**src/hdl/sst_pkg.sv**
```systemverilog
// sst_pkg: request and response item types, query and write structs for the
// slot cell chain, opcode and status codes. No dependencies.
package sst_pkg;

    localparam int NUM_SLOTS = 64;

    localparam int KEY_W = 32;
    localparam int CONN_W = 32;
    localparam int OP_W = 2;
    localparam int ST_W = 2;
    localparam int IDX_W = $clog2(NUM_SLOTS);
    localparam int CNT_W = $clog2(NUM_SLOTS + 1);

    localparam logic [OP_W-1:0] OP_ACCEPT = 2'd0;
    localparam logic [OP_W-1:0] OP_RELEASE = 2'd1;
    localparam logic [OP_W-1:0] OP_LOOKUP = 2'd2;

    localparam logic [ST_W-1:0] ST_OK = 2'd0;
    localparam logic [ST_W-1:0] ST_FULL = 2'd1;
    localparam logic [ST_W-1:0] ST_DUP = 2'd2;
    localparam logic [ST_W-1:0] ST_MISS = 2'd3;

    typedef struct packed {
        logic [OP_W-1:0]   opcode;
        logic [KEY_W-1:0]  user_id;
        logic [CONN_W-1:0] conn_handle;
    } t_req;

    typedef struct packed {
        logic [ST_W-1:0]   status;
        logic [IDX_W-1:0]  slot_index;
        logic [CONN_W-1:0] released_handle;
        logic [CNT_W-1:0]  active_count;
    } t_rsp;

    // query travelling down the cell chain
    typedef struct packed {
        logic              live;
        logic [KEY_W-1:0]  key;
        logic              hit;
        logic [CONN_W-1:0] conn;
    } t_query;

    // broadcast write to the cells
    typedef struct packed {
        logic              set;
        logic              clr;
        logic [KEY_W-1:0]  key;
        logic [CONN_W-1:0] conn;
    } t_cell_wr;

    typedef enum logic [1:0] {
        S_IDLE,
        S_SEARCH,
        S_COMMIT
    } t_state;

endpackage

```
**src/hdl/sst_free_list.sv**
```systemverilog
// sst_free_list: FIFO of free slot indices in a memory, with head, tail and
// count; unwritten positions read as their own index. Depends on sst_pkg.
module sst_free_list #(
    parameter int NUM_SLOTS = 64,
    parameter int IW = 6,
    parameter int CW = 7
) (
    input  logic          i_clk,
    input  logic          i_rst_n,
    input  logic          i_pop,
    input  logic          i_push,
    input  logic [IW-1:0] i_push_idx,
    output logic [IW-1:0] o_head_idx,
    output logic [CW-1:0] o_free_count
);
    import sst_pkg::*;

    localparam logic [IW-1:0] LAST = IW'(NUM_SLOTS - 1);
    localparam logic [CW-1:0] FULL_CNT = CW'(NUM_SLOTS);

    logic [IW-1:0] r_mem [NUM_SLOTS];
    logic [IW-1:0] r_head;
    logic [IW-1:0] r_tail;
    logic          r_wrapped;
    logic [CW-1:0] r_count;
    logic [IW-1:0] r_rd;
    logic [IW-1:0] r_head_q;
    logic          r_written;

    always_ff @(posedge i_clk) begin
        if (!i_rst_n) begin
            r_head <= '0;
            r_tail <= '0;
            r_wrapped <= 1'b0;
            r_count <= FULL_CNT;
        end else begin
            if (i_pop) begin
                r_head <= (r_head == LAST) ? '0 : r_head + 1'b1;
                r_count <= r_count - 1'b1;
            end else if (i_push && r_count != FULL_CNT) begin
                r_tail <= (r_tail == LAST) ? '0 : r_tail + 1'b1;
                r_count <= r_count + 1'b1;
                if (r_tail == LAST) begin
                    r_wrapped <= 1'b1;
                end
            end
        end
    end

    always_ff @(posedge i_clk) begin
        if (i_push && !i_pop && r_count != FULL_CNT) begin
            r_mem[r_tail] <= i_push_idx;
        end
        r_rd <= r_mem[r_head];
        r_head_q <= r_head;
        r_written <= r_wrapped || (r_head < r_tail);
    end

    assign o_head_idx = r_written ? r_rd : r_head_q;
    assign o_free_count = r_count;

endmodule

```
**config.mk**
```make
export PLATFORM = sky130hd
export DESIGN_NAME = sst_free_list
export DESIGN_NICKNAME = d
export VERILOG_FILES = /design/src/hdl/sst_pkg.sv /design/src/hdl/sst_free_list.sv
export SDC_FILE = /design/constraint.sdc
export NUM_CORES = 1
export LEC_CHECK = 0
export BUFFER_PORTS_ARGS = -buffer_cell sky130_fd_sc_hd__buf_2
export CORE_MARGIN = 2
export CORE_UTILIZATION = 56
export DETAILED_ROUTE_END_ITERATION = 8
export GPL_ROUTABILITY_DRIVEN = 0
export GPL_TIMING_DRIVEN = 0
export PLACE_DENSITY = 0.75
export SYNTH_ARGS = -nofsm -noshare
export SYNTH_HDL_FRONTEND = slang
export SYNTH_SLANG_ARGS = --single-unit
```
**constraint.sdc**
```tcl
create_clock -name i_clk -period 2.1 [get_ports i_clk]
set_clock_uncertainty 0.1 [all_clocks]
set_input_delay 0.105 -clock i_clk [delete_from_list [all_inputs] [get_ports i_clk]]
set_output_delay 0.105 -clock i_clk [all_outputs]
set_load 0.005 [all_outputs]
```
; ---- After elaboration in Yosys (flattened, before gate mapping)
; Memory sizes are Yosys's and may differ from the RTL's. A register that Yosys moved wholly into a read port is not among the register bits.
; Index checks and enable logic that the tools add are counted.
[word_totals]
elab_cells = 31
regBits = 27
output_inout_bits = 13
in_bits = 10
n_memories = 1
mem_bits_rw = 384
[mem_list]
columns = name, words, word_bits, rd, rd_clocked_by_memory_dff, write_ports, line
row1 = r_mem, 64, 6, 1, 1, 1, sst_free_list.sv:21  ; logic [IW-1:0] r_mem [NUM_SLOTS];
[classes]
muxes = 7
n_bitwise = 1
order_cmp = 1
n_reduce_logical = 8
eq_ne = 3
n_addsub = 4
[ops]
columns = operator, n
row1 = 6-bit two-way mux, 3
row2 = 7-bit two-way mux, 2
row3 = "6-bit by 1-bit adder with 6-bit output, second input constant", 2
row4 = "6-bit equality test, second input constant", 2
row5 = "7-bit by 1-bit adder with 7-bit output, second input constant", 1
row6 = "7-bit inequality test, second input constant", 1
row7 = "7-bit by 1-bit subtractor with 7-bit output, second input constant", 1
row8 = 6-bit < comparator, 1
row9 = 1-bit logical AND, 3
row10 = 3-bit AND reduction, 1
row11 = 1-bit two-way mux, 2
row12 = 2-bit AND reduction, 1
row13 = 2-bit nonzero test, 1
row14 = 1-bit zero test, 1
row15 = 1-bit logical OR, 1
row16 = 1-bit inverter, 1

; ---- Depth between registers and ports, before layout
; Gate-level depths: netlist of run 1.
[depth]
depth_word = 5
mapped_depth = 9
ltp_nobuf = 8

; ---- Worst setup path after synthesis of run 1
; No wires, ideal clock.
[synth_path]
path_kind = register to register
startpoint = register r_count[0] (netlist: o_free_count[0])
endpoint = memory r_mem[41][0], enable pin
period_less_slack_ns = 2.262
n_path_buf = 1
slack_ns = -0.162
t_arrival_ns = 1.785
stages_incl_launch_ff = 6
path_cell_list = dfxtp_1 -> nor4_1 -> a311oi_2 -> buf_2 -> nand4_1 -> nor3_1
[synth_via]
elab_chain_len = 4
[synth_lines]
columns = item, line
row1 = from (decl), sst_free_list.sv:25  ; logic [CW-1:0] r_count;
row2 = from (signal assigned), sst_free_list.sv:39  ; r_count <= r_count - 1'b1;
row3 = from (signal assigned), sst_free_list.sv:42  ; r_count <= r_count + 1'b1;
row4 = 7-bit inequality test, sst_free_list.sv:51  ; if (i_push && !i_pop && r_count != FULL_CNT) begin
row5 = 1-bit logical AND, sst_free_list.sv:51
row6 = 1-bit two-way mux, sst_free_list.sv:51
row7 = 1-bit two-way mux (implied by the code), sst_free_list.sv:52  ; r_mem[r_tail] <= i_push_idx;
row8 = to (decl), sst_free_list.sv:21
; Every way passes these cells.

==> results of run 1 <==
## cell families after synthesis
family | share of synthesized area (%)
AOI/OAI and AO/OA | 2.775
and+or+nand+nor | 4.611
xor gates and xnor gates | 0.5840
buffers and inverters | 1.418
muxes | 15.69
DFF | 73.89
adders and majority gates | 1.031
## flip-flops by register name, indices dropped and copies added (netlist names)
register      cells
r_rd              6
r_head            6
r_wrapped         1
r_mem           384
r_head_q          6
r_written         1
r_tail            6
o_free_count      7
## area by class of cell
| type | count | area [um^2] |
|---|---|---|
| clock buffers | 55 | 1162 |
| plain buffers | 41 | 454.2 |
| clock inverters | 17 | 132.6 |
| flip-flops and latches | 417 | 12220 |
| inverters | 11 | 48.80 |
| fillers | 1670 | 8740 |
| repair buffers | 64 | 609.3 |
| multi-input cells | 399 | 5015 |
| well taps | 384 | 480.5 |
## metrics by stage
stage | instances | utilization (%) | total power [W] | setup TNS, ns
6_report | 1388 | 69.71 | 0.01823 | -1.927
5_1_grt | 1388 | 69.71 | 0.01872 | -10.11
4_1_cts | 1374 | 68.37 | 0.01805 | -2.181
3_5_place_dp | 1276 | 59.29 | 0.01076 | -303.17
3_3_place_gp | 1276 | 59.29 | 0.01071 | -268.89
2_1_floorplan | 870 | - | 0.01024 | -5.149
## layout by cell type (no fill, tap or decap), types with 11 or more instances in the layout
master / Yosys / routed
ha_1: 12 / 11
a21oi_1: 16 / 16
clkbuf_1: 22 / 17
buf_4: 0 / 23
mux2_2: 17 / 17
buf_2: 19 / 23
buf_6: 1 / 14
clkbuf_16: 0 / 45
edfxtp_1: 384 / 384
mux4_2: 98 / 98
o21ai_0: 15 / 12
nand2_1: 38 / 26
nor2_1: 81 / 12
dfxtp_1: 33 / 24
nor2_4: 0 / 66
buf_12: 0 / 19
## layer usage
metal | track usage [%] | up-vias | part of all wire [%] | wire (um)
li1 | - | 3719 | - | -
met1 | 35.01 | 4583 | 38 | 15090
met2 | 40.96 | 523 | 48 | 19390
met3 | 5.801 | 139 | 9.2 | 3687
met4 | 11.12 | 0 | 4.9 | 1978
met5 | 0 | - | 0 | 0
## power breakdown
part / internal, W / switching (W)
Combinational: 0.000834 / 0.000999
Clock: 0.00412 / 0.00298
Sequential: 0.00919 / 0.000102
## worst max-delay path by stage
stage               startpoint            to  slack [ns]
2_1_floorplan  o_free_count[0]  r_mem[61][0]       -0.06
3_3_place_gp             i_pop   r_mem[5][1]       -1.08
3_5_place_dp   o_free_count[0]   r_mem[5][2]       -1.12
4_1_cts        o_free_count[3]  r_mem[40][1]       -0.07
5_1_grt              r_head[3]       r_rd[0]       -0.23
6_report             r_head[3]       r_rd[0]       -0.17
## worst reg2reg max path, delay by kind of cell, from the launching register on
family | cells | cell delay [ns]
buf+inv | 1 | 0.50
compound gates | 3 | 0.62
simple gates | 2 | 0.31
flops | 1 | 0.62
## what timing repair did
action,in CTS,in global routing
hold endpoints to repair,5,0
setup endpoints to repair,395,396
resized for setup,271,61
setup buffers,22,16
hold buffers,2,0
cloned,2,1
pin swaps,44,27
==> out/qor.yml, run 1 <==
dieArea_um2: 30850
viasPerCell: 6.458
synth_ff_type: "edfxtp_1"
rsz0062_at_grt: "true"
relSlewSlack_pct: 18.03
ys_ff_latch: 417
setup_viol: 62
holdPathStages: 6
vdd_ir_drop_max_v: 0.0006565
clock_sinks: 417
layout_setup_ws_ns: -0.1685
clockBufferDepth: 3
cp.depth: 6
cts_buffers: 41
reg2reg_slack_ns: -0.17
grt_pass1_wl_um: 57190
grt_max_degree: 65
dp_hpwl_um: 22770
post_drt_wl_per_cell_um: 28.92
yosys-top-cells-area: "edfxtp_1 (70%), mux4_2 (13%), dfxtp_1 (4.0%), nor2_1 (1.8%), mux2_2 (1.2%)"
p_leak_nw: 6.274
n_antenna_cell: 0
clock.fmax_mhz: 440.8
first_pass_iters: 6
drt_iter0_markers: 1087
synth_commonest_cells: "edfxtp_1 (384), mux4_2 (98), nor2_1 (81)"
syn2layout_area_growth_pct: 21.93
synth_most_common_cell: "edfxtp_1"
drv_slew: 0
power_density_nw_per_um2: 906.2
clkTransAtPathRegs_ns: 0.07
grt_usage_pct: 25.80
synthesis.area_um2: 16500
synth-edff-count: 384
period_share_pct: 108.0
fin_nets: 998
synth.yosys.seq_area_share_pct: 73.89
hold_viol: 0
reg2regPathDepth: 6
tightest_slew_ns: 1.230
synthCells: 870
placed_area_um2: 17110
min_from: "i_pop"
die_w_um: 175.7
ys_warn_count: 0
status: "finished, violations left"
finalCriticalPeriod_ns: 2.269
final_cell_area_um2: 20120
r2r_end: "r_rd[0]"
whs_ns: 0.1627
cts_root_buffer: "clkbuf_16"
cp_max_fo: 9
route.detailed.drc: 0
syn_avg_cell_area_um2: 18.97
grt_pass1_vias: 8838
max_stage_delay_ns: 0.62
crit_slowest_cell: "dfxtp_1"
end_kind: "register"
synthArstFlopShare_pct: 0
start_util_pct: 57.18
pre_cts_ws_ns: -1.119
critical_path_class: "reg2reg"
worstReg2RegStart: "r_head[3]"
drive_gt1_share_pct: 40.14
overflow: 0
clk_latency_ns: 0.53
die_y_um: 175.7
synth_top_area_cell: "edfxtp_1"
pin_count: 23
worst-path-buf-inv: 1
critPathLaunchType: "register"
ant_nets: 0
min_to: "o_free_count[2]"
violations: "negative setup slack"
worstPathRequired_ns: 2.43
cts_tree: "yes"
drt-total-wl_um: 40140
cpLargestDelayFamily: "flip-flops"
cap_violations: 0
synth_top_area_share_pct: 69.89
place.port_buffers: 22
design.core.area_um2: 28860
hp-class: "in2reg"
row_count: 62
synth_nets: 893
cp.arrival_ns: 2.60
vias: 8964
htree_levels: 2
antenna_found_initial: 0
cp_cell_sequence: "and2_1, clkbuf_1, a221oi_1, a21oi_1, nand2_2, o211ai_1"
synth_cell_types: 43
Power figures use the tool's default switching activity.
==> inputs of run 2 (changes only) <==
--- a/config.mk
+++ b/config.mk
@@ -5,7 +5,7 @@
 export SDC_FILE = /design/constraint.sdc
 export NUM_CORES = 1
 export LEC_CHECK = 0
-export BUFFER_PORTS_ARGS = -buffer_cell sky130_fd_sc_hd__buf_2
+export BUFFER_PORTS_ARGS = -buffer_cell sky130_fd_sc_hd__clkbuf_2
 export CORE_MARGIN = 2
 export CORE_UTILIZATION = 56
 export DETAILED_ROUTE_END_ITERATION = 8
==> out/qor.yml, run 2 (synthesis gave the netlist of run 1 again) <==
start_util_pct: 57.18  # unchanged
drv_slew: 0  # unchanged
critPathLaunchType: "register"
dieArea_um2: 30850  # unchanged
reg2regPathDepth: 7  # +1
cts_buffers: 42  # +2.4%
grt_pass1_vias: 8859  # +0.24%
final_cell_area_um2: 20240  # +0.62%
ant_nets: 0  # unchanged
antenna_found_initial: 0  # unchanged
cts_root_buffer: "clkbuf_16"
clock.fmax_mhz: 434.0  # -1.6%
end_kind: "register"
viasPerCell: 6.448  # -0.16%
drive_gt1_share_pct: 40.51  # +0.37 points
fin_nets: 1013  # +1.5%
fillers: 1666  # -0.24%
pre_cts_ws_ns: -1.128  # -0.008680 ns
grt_pass1_wl_um: 57910  # +1.3%
min_from: "i_push_idx[4]"
vias: 9066  # +1.1%
clockBufferDepth: 3  # unchanged
clk_latency_ns: 0.53  # about the same
grt_max_degree: 65  # unchanged
power_density_nw_per_um2: 893.1  # -1.4%
clock_sinks: 417  # unchanged
drt-total-wl_um: 40250  # +0.26%
p_leak_nw: 6.339  # +1.0%
setup_viol: 305  # +390%
cp_max_fo: 7  # -2
hold_viol: 20  # +20
htree_levels: 2  # unchanged
n_antenna_cell: 0  # unchanged
overflow: 0  # unchanged
worstReg2RegStart: "r_head[0]"
largest_register: "r_mem"
finalCriticalPeriod_ns: 2.304  # +0.03583 ns
cp.arrival_ns: 2.61  # about the same
final_common_cell: "edfxtp_1"
clkTransAtPathRegs_ns: 0.07  # about the same
row_count: 62  # unchanged
period_share_pct: 109.7  # +1.7 points
mostFrequentLayoutCells: "edfxtp_1 (384), mux4_2 (98), nor2_4 (65), clkbuf_16 (46), buf_4 (35)"
pin_count: 23  # unchanged
min_to: "r_mem[18][4]"
violations: "negative hold slack, negative setup slack"
r2r_end: "r_rd[0]"
cts_tree: "yes"
tightest_slew_ns: 1.298  # +0.06871 ns
whs_ns: -0.01221  # -0.1750 ns
p_total_w: 0.01808  # -0.83%
syn2layout_area_growth_pct: 22.69
design.core.area_um2: 28860  # unchanged
largest_reg_flops: 384  # unchanged
reg2reg_slack_ns: -0.20  # -0.04 ns
dp_hpwl_um: 22580  # -0.83%
place.port_buffers: 22  # unchanged
route.detailed.drc: 0  # unchanged
placed_area_um2: 17110  # unchanged
vdd_ir_drop_max_v: 0.0007597  # +16%
die_y_um: 175.7  # unchanged
drt_iter0_markers: 974  # -10%
cap_violations: 0  # unchanged
status: "finished, violations left"
worstPathRequired_ns: 2.40  # -0.03 ns
finalSetupTns_ns: -10.24  # -8.312 ns
die_w_um: 175.7  # unchanged
hp-class: "in2reg"
layout_setup_ws_ns: -0.2043  # -0.03583 ns
post_drt_wl_per_cell_um: 28.63  # -1.0%
critical_path_class: "reg2reg"
rsz0062_at_grt: "true"
first_pass_iters: 6  # unchanged
holdPathStages: 1  # -5
relSlewSlack_pct: 13.45  # -4.6 points
grt_usage_pct: 25.97  # +0.16 points
run 2: changes by cell type in the layout (fill, tap and decap cells not counted), moves of 3 or more:
cell / change
a221oi_1: -3
buf_8: +3
nand2_4: -4
clkbuf_1: +7
buf_4: +12
clkbuf_2: +21
buf_2: -20
run 2: worst max-delay path, stage by stage (launching register included):
cell      delay (ns)
dfxtp_4         0.39
buf_12          0.17
buf_16          0.15
buf_12          0.14
mux4_2          0.52
mux2_2          0.32
o21ai_0         0.22
o211ai_1        0.15
run 2: area by class of cell:
type | count | area [um^2] | area share, %
Sequential cell | 417 | 12220 | 60.34
Multi-Input combinational cell | 399 | 5014 | 24.77
Clock buffer | 63 | 1181 | 5.835
Timing Repair Buffer | 78 | 777.0 | 3.838
Tap cell | 384 | 480.5 | 2.373
Buffer | 41 | 460.4 | 2.275
Clock inverter | 13 | 66.31 | 0.3276
Inverter | 11 | 48.80 | 0.2411
run 2: stage by stage:
stage	hold WS [ns]	instances	utilization, %
floorplan	0.1039	870	-
global placement	0.2588	1276	59.29
detailed placement	0.2611	1276	59.29
CTS	0.1579	1379	68.26
global route	0.006684	1406	70.15
finish	-0.01221	1406	70.15
run 2: power breakdown:
part / switching [W] / internal, W
Combinational: 0.00100 / 0.000878
Clock: 0.00302 / 0.00389
Sequential: 0.0000944 / 0.00919
Total: 0.00412 / 0.0140
run 2: worst max-delay path by stage:
stage                     from      endpoint  slack (ns)
2_1_floorplan  o_free_count[0]  r_mem[61][0]       -0.06
5_1_grt              r_head[0]       r_rd[0]       -0.24
3_5_place_dp             i_pop   r_mem[5][3]       -1.13
6_report             r_head[0]       r_rd[0]       -0.20
3_3_place_gp             i_pop   r_mem[5][1]       -1.07
4_1_cts              r_head[0]       r_rd[4]        -0.1
run 2: routing by layer:
layer,up-vias,global-route usage [%],wire [um]
li1,3757,-,-
met1,4611,36.50,15060
met2,565,40.53,19370
met3,133,4.805,3755
met4,0,11.43,2057
met5,-,0,0
run 2: repair_timing:
item	CTS	global route
setup endpoints to repair	395	380
resized for setup	270	69
pin swaps	44	36
hold buffers	2	1
cloned	2	3
endpoints found under the hold margin	5	1
buffers inserted	23	24
==> inputs of run 3 (changes only) <==
--- a/config.mk
+++ b/config.mk
@@ -6,12 +6,11 @@
 export NUM_CORES = 1
 export LEC_CHECK = 0
 export BUFFER_PORTS_ARGS = -buffer_cell sky130_fd_sc_hd__clkbuf_2
-export CORE_MARGIN = 2
-export CORE_UTILIZATION = 56
+export CORE_MARGIN = 1
+export CORE_UTILIZATION = 38
 export DETAILED_ROUTE_END_ITERATION = 8
 export GPL_ROUTABILITY_DRIVEN = 0
 export GPL_TIMING_DRIVEN = 0
-export PLACE_DENSITY = 0.75
 export SYNTH_ARGS = -nofsm -noshare
 export SYNTH_HDL_FRONTEND = slang
 export SYNTH_SLANG_ARGS = --single-unit
==> out/qor.yml, run 3 (synthesis gave the netlist of run 1 again) <==
status: "finished, violations left"
violations: "negative setup slack"
clockBufferDepth: 3  # unchanged
sequentialPowerShare_pct: 50.3  # -1.1 points
cp_max_fo: 8  # +1
mostFrequentLayoutCells: "edfxtp_1 (384), mux4_2 (98), nor2_4 (67), clkbuf_16 (45), buf_4 (33)"
period_share_pct: 107.6  # -2.1 points
start_util_pct: 38.90  # -18 points
clock_sinks: 417  # unchanged
worstReg2RegStart: "r_head[0]"
largest_register: "r_mem"
setup_viol: 53  # -83%
critical_path_class: "reg2reg"
critPathLaunchType: "register"
finalSetupTns_ns: -1.486  # +8.753 ns
ant_nets: 0  # unchanged
drt_iter0_markers: 880  # -9.7%
place.port_buffers: 22  # unchanged
n_antenna_cell: 0  # unchanged
grt_max_degree: 65  # unchanged
cp.arrival_ns: 2.56  # -0.05 ns
grt_pass1_vias: 8893  # +0.38%
antenna_found_initial: 1  # +1
switching_share_pct: 22.51  # -0.28 points
dp_hpwl_um: 24110  # +6.8%
power_density_nw_per_um2: 890.8  # -0.26%
clock.fmax_mhz: 442.4  # +1.9%
relSlewSlack_pct: 11.00  # -2.5 points
cap_violations: 0  # unchanged
die_y_um: 210.4  # +20%
hold_viol: 0  # -100%
worstPathRequired_ns: 2.40  # about the same
fin_nets: 1018  # +0.49%
tightest_slew_ns: 1.335  # +0.03677 ns
row_count: 75  # +21%
reg2regPathDepth: 9  # +2
largest_reg_flops: 384  # unchanged
hp-class: "in2reg"
post_drt_wl_per_cell_um: 25.28  # -12%
drv_slew: 0  # unchanged
grt_usage_pct: 18.68  # -7.3 points
power.internal_w: 0.01430  # +2.5%
htree_levels: 2  # unchanged
rsz0062_at_grt: "true"
cts_root_buffer: "clkbuf_16"
clk_latency_ns: 0.54  # about the same
holdPathStages: 1  # unchanged
route.detailed.drc: 0  # unchanged
pin_count: 23  # unchanged
first_pass_iters: 7  # +1
min_from: "i_push_idx[1]"
syn2layout_area_growth_pct: 25.57
cts_buffers: 44  # +4.8%
design.core.area_um2: 42420  # +47%
vdd_ir_drop_max_v: 0.0005198  # -32%
share_comb_of_total_power_pct: 10.4  # about the same
clkTransAtPathRegs_ns: 0.06  # about the same
vias: 8735  # -3.7%
fillers: 3494  # +110%
dieArea_um2: 44260  # +43%
overflow: 0  # unchanged
pwr-share-clk_pct: 39.3  # +1.1 points
drt-total-wl_um: 40610  # +0.89%
end_kind: "register"
viasPerCell: 5.439  # -16%
grt_pass1_wl_um: 59400  # +2.6%
drive_gt1_share_pct: 41.79  # +1.3 points
die_w_um: 210.4  # +20%
cts_tree: "yes"
p_leak_nw: 6.414  # +1.2%
p_total_w: 0.01846  # +2.1%
switchingPower_w: 0.004154  # +0.82%
setup.worst_path.start: "r_head[0]"
layout_setup_ws_ns: -0.1603  # +0.04406 ns
finalCriticalPeriod_ns: 2.260  # -0.04406 ns
final_common_cell: "edfxtp_1"
-- run 3: worst paths after layout --
path / to / slack (ns)
worst min register to register: r_head_q[4] / 0.33
worst max-delay path: r_rd[0] / -0.16
worst min-delay path: r_mem[13][1] / 0.002
worst max register to register: r_rd[0] / -0.16
-- run 3: worst max-delay path: stages, from the launching register on --
cell      delay [ns]
dfxtp_4         0.38
buf_12          0.16
buf_12          0.15
buf_12          0.13
buf_4           0.11
mux4_2          0.50
a22oi_2         0.22
nand2_1         0.11
nand2_2         0.13
o211ai_1        0.11
-- run 3: layout make-up --
type                    instances  area [um^2]  area share (%)
flip-flops and latches        417        12220           58.98
multi-input cells             399         5126           24.74
clock buffers                  70         1250           6.033
repair buffers                 84        857.1           4.137
well taps                     577        721.9           3.485
plain buffers                  38        410.4           1.981
clock inverters                10        83.83          0.4046
inverters                      11        48.80          0.2355
-- run 3: per-stage QoR --
stage / utilization, % / worst slack (ns) / hold slack [ns] / instances / cell area, um^2
after global routing: 48.85 / -0.2038 / 0.02897 / 1606 / 20720
after detailed placement: 40.91 / -1.338 / 0.2804 / 1469 / 17350
final: 48.85 / -0.1603 / 0.002304 / 1606 / 20720
after floorplan: - / -0.06052 / 0.1039 / 870 / 16520
after CTS: 48.07 / -0.1428 / 0.1205 / 1590 / 20390
after global placement: 40.91 / -1.404 / 0.2894 / 1469 / 17350
-- run 3: power groups by stage --
| stage | registers (W) | clock network [W] | logic (W) |
|---|---|---|---|
| after global routing | 0.00930 | 0.00767 | 0.00204 |
| after global placement | 0.00943 | 0 | 0.00133 |
| after floorplan | 0.00941 | 0 | 0.000832 |
| final | 0.00929 | 0.00725 | 0.00192 |
| after detailed placement | 0.00943 | 0 | 0.00134 |
| after CTS | 0.00928 | 0.00734 | 0.00178 |
-- run 3: timing repair --
item	CTS	global route
pin swaps	61	30
endpoints found under the hold margin	6	23
setup endpoints to repair	397	377
hold buffers	2	1
gates resized for setup	321	50
setup buffers	34	18
cloned	6	0
-- run 3: layer usage --
layer	GRT usage, %	vias to the layer above	wire (um)
met5	0	-	11
met4	5.847	2	1287
met3	3.263	79	2240
met2	30.25	288	19390
met1	25.79	4591	17670
li1	-	3775	-
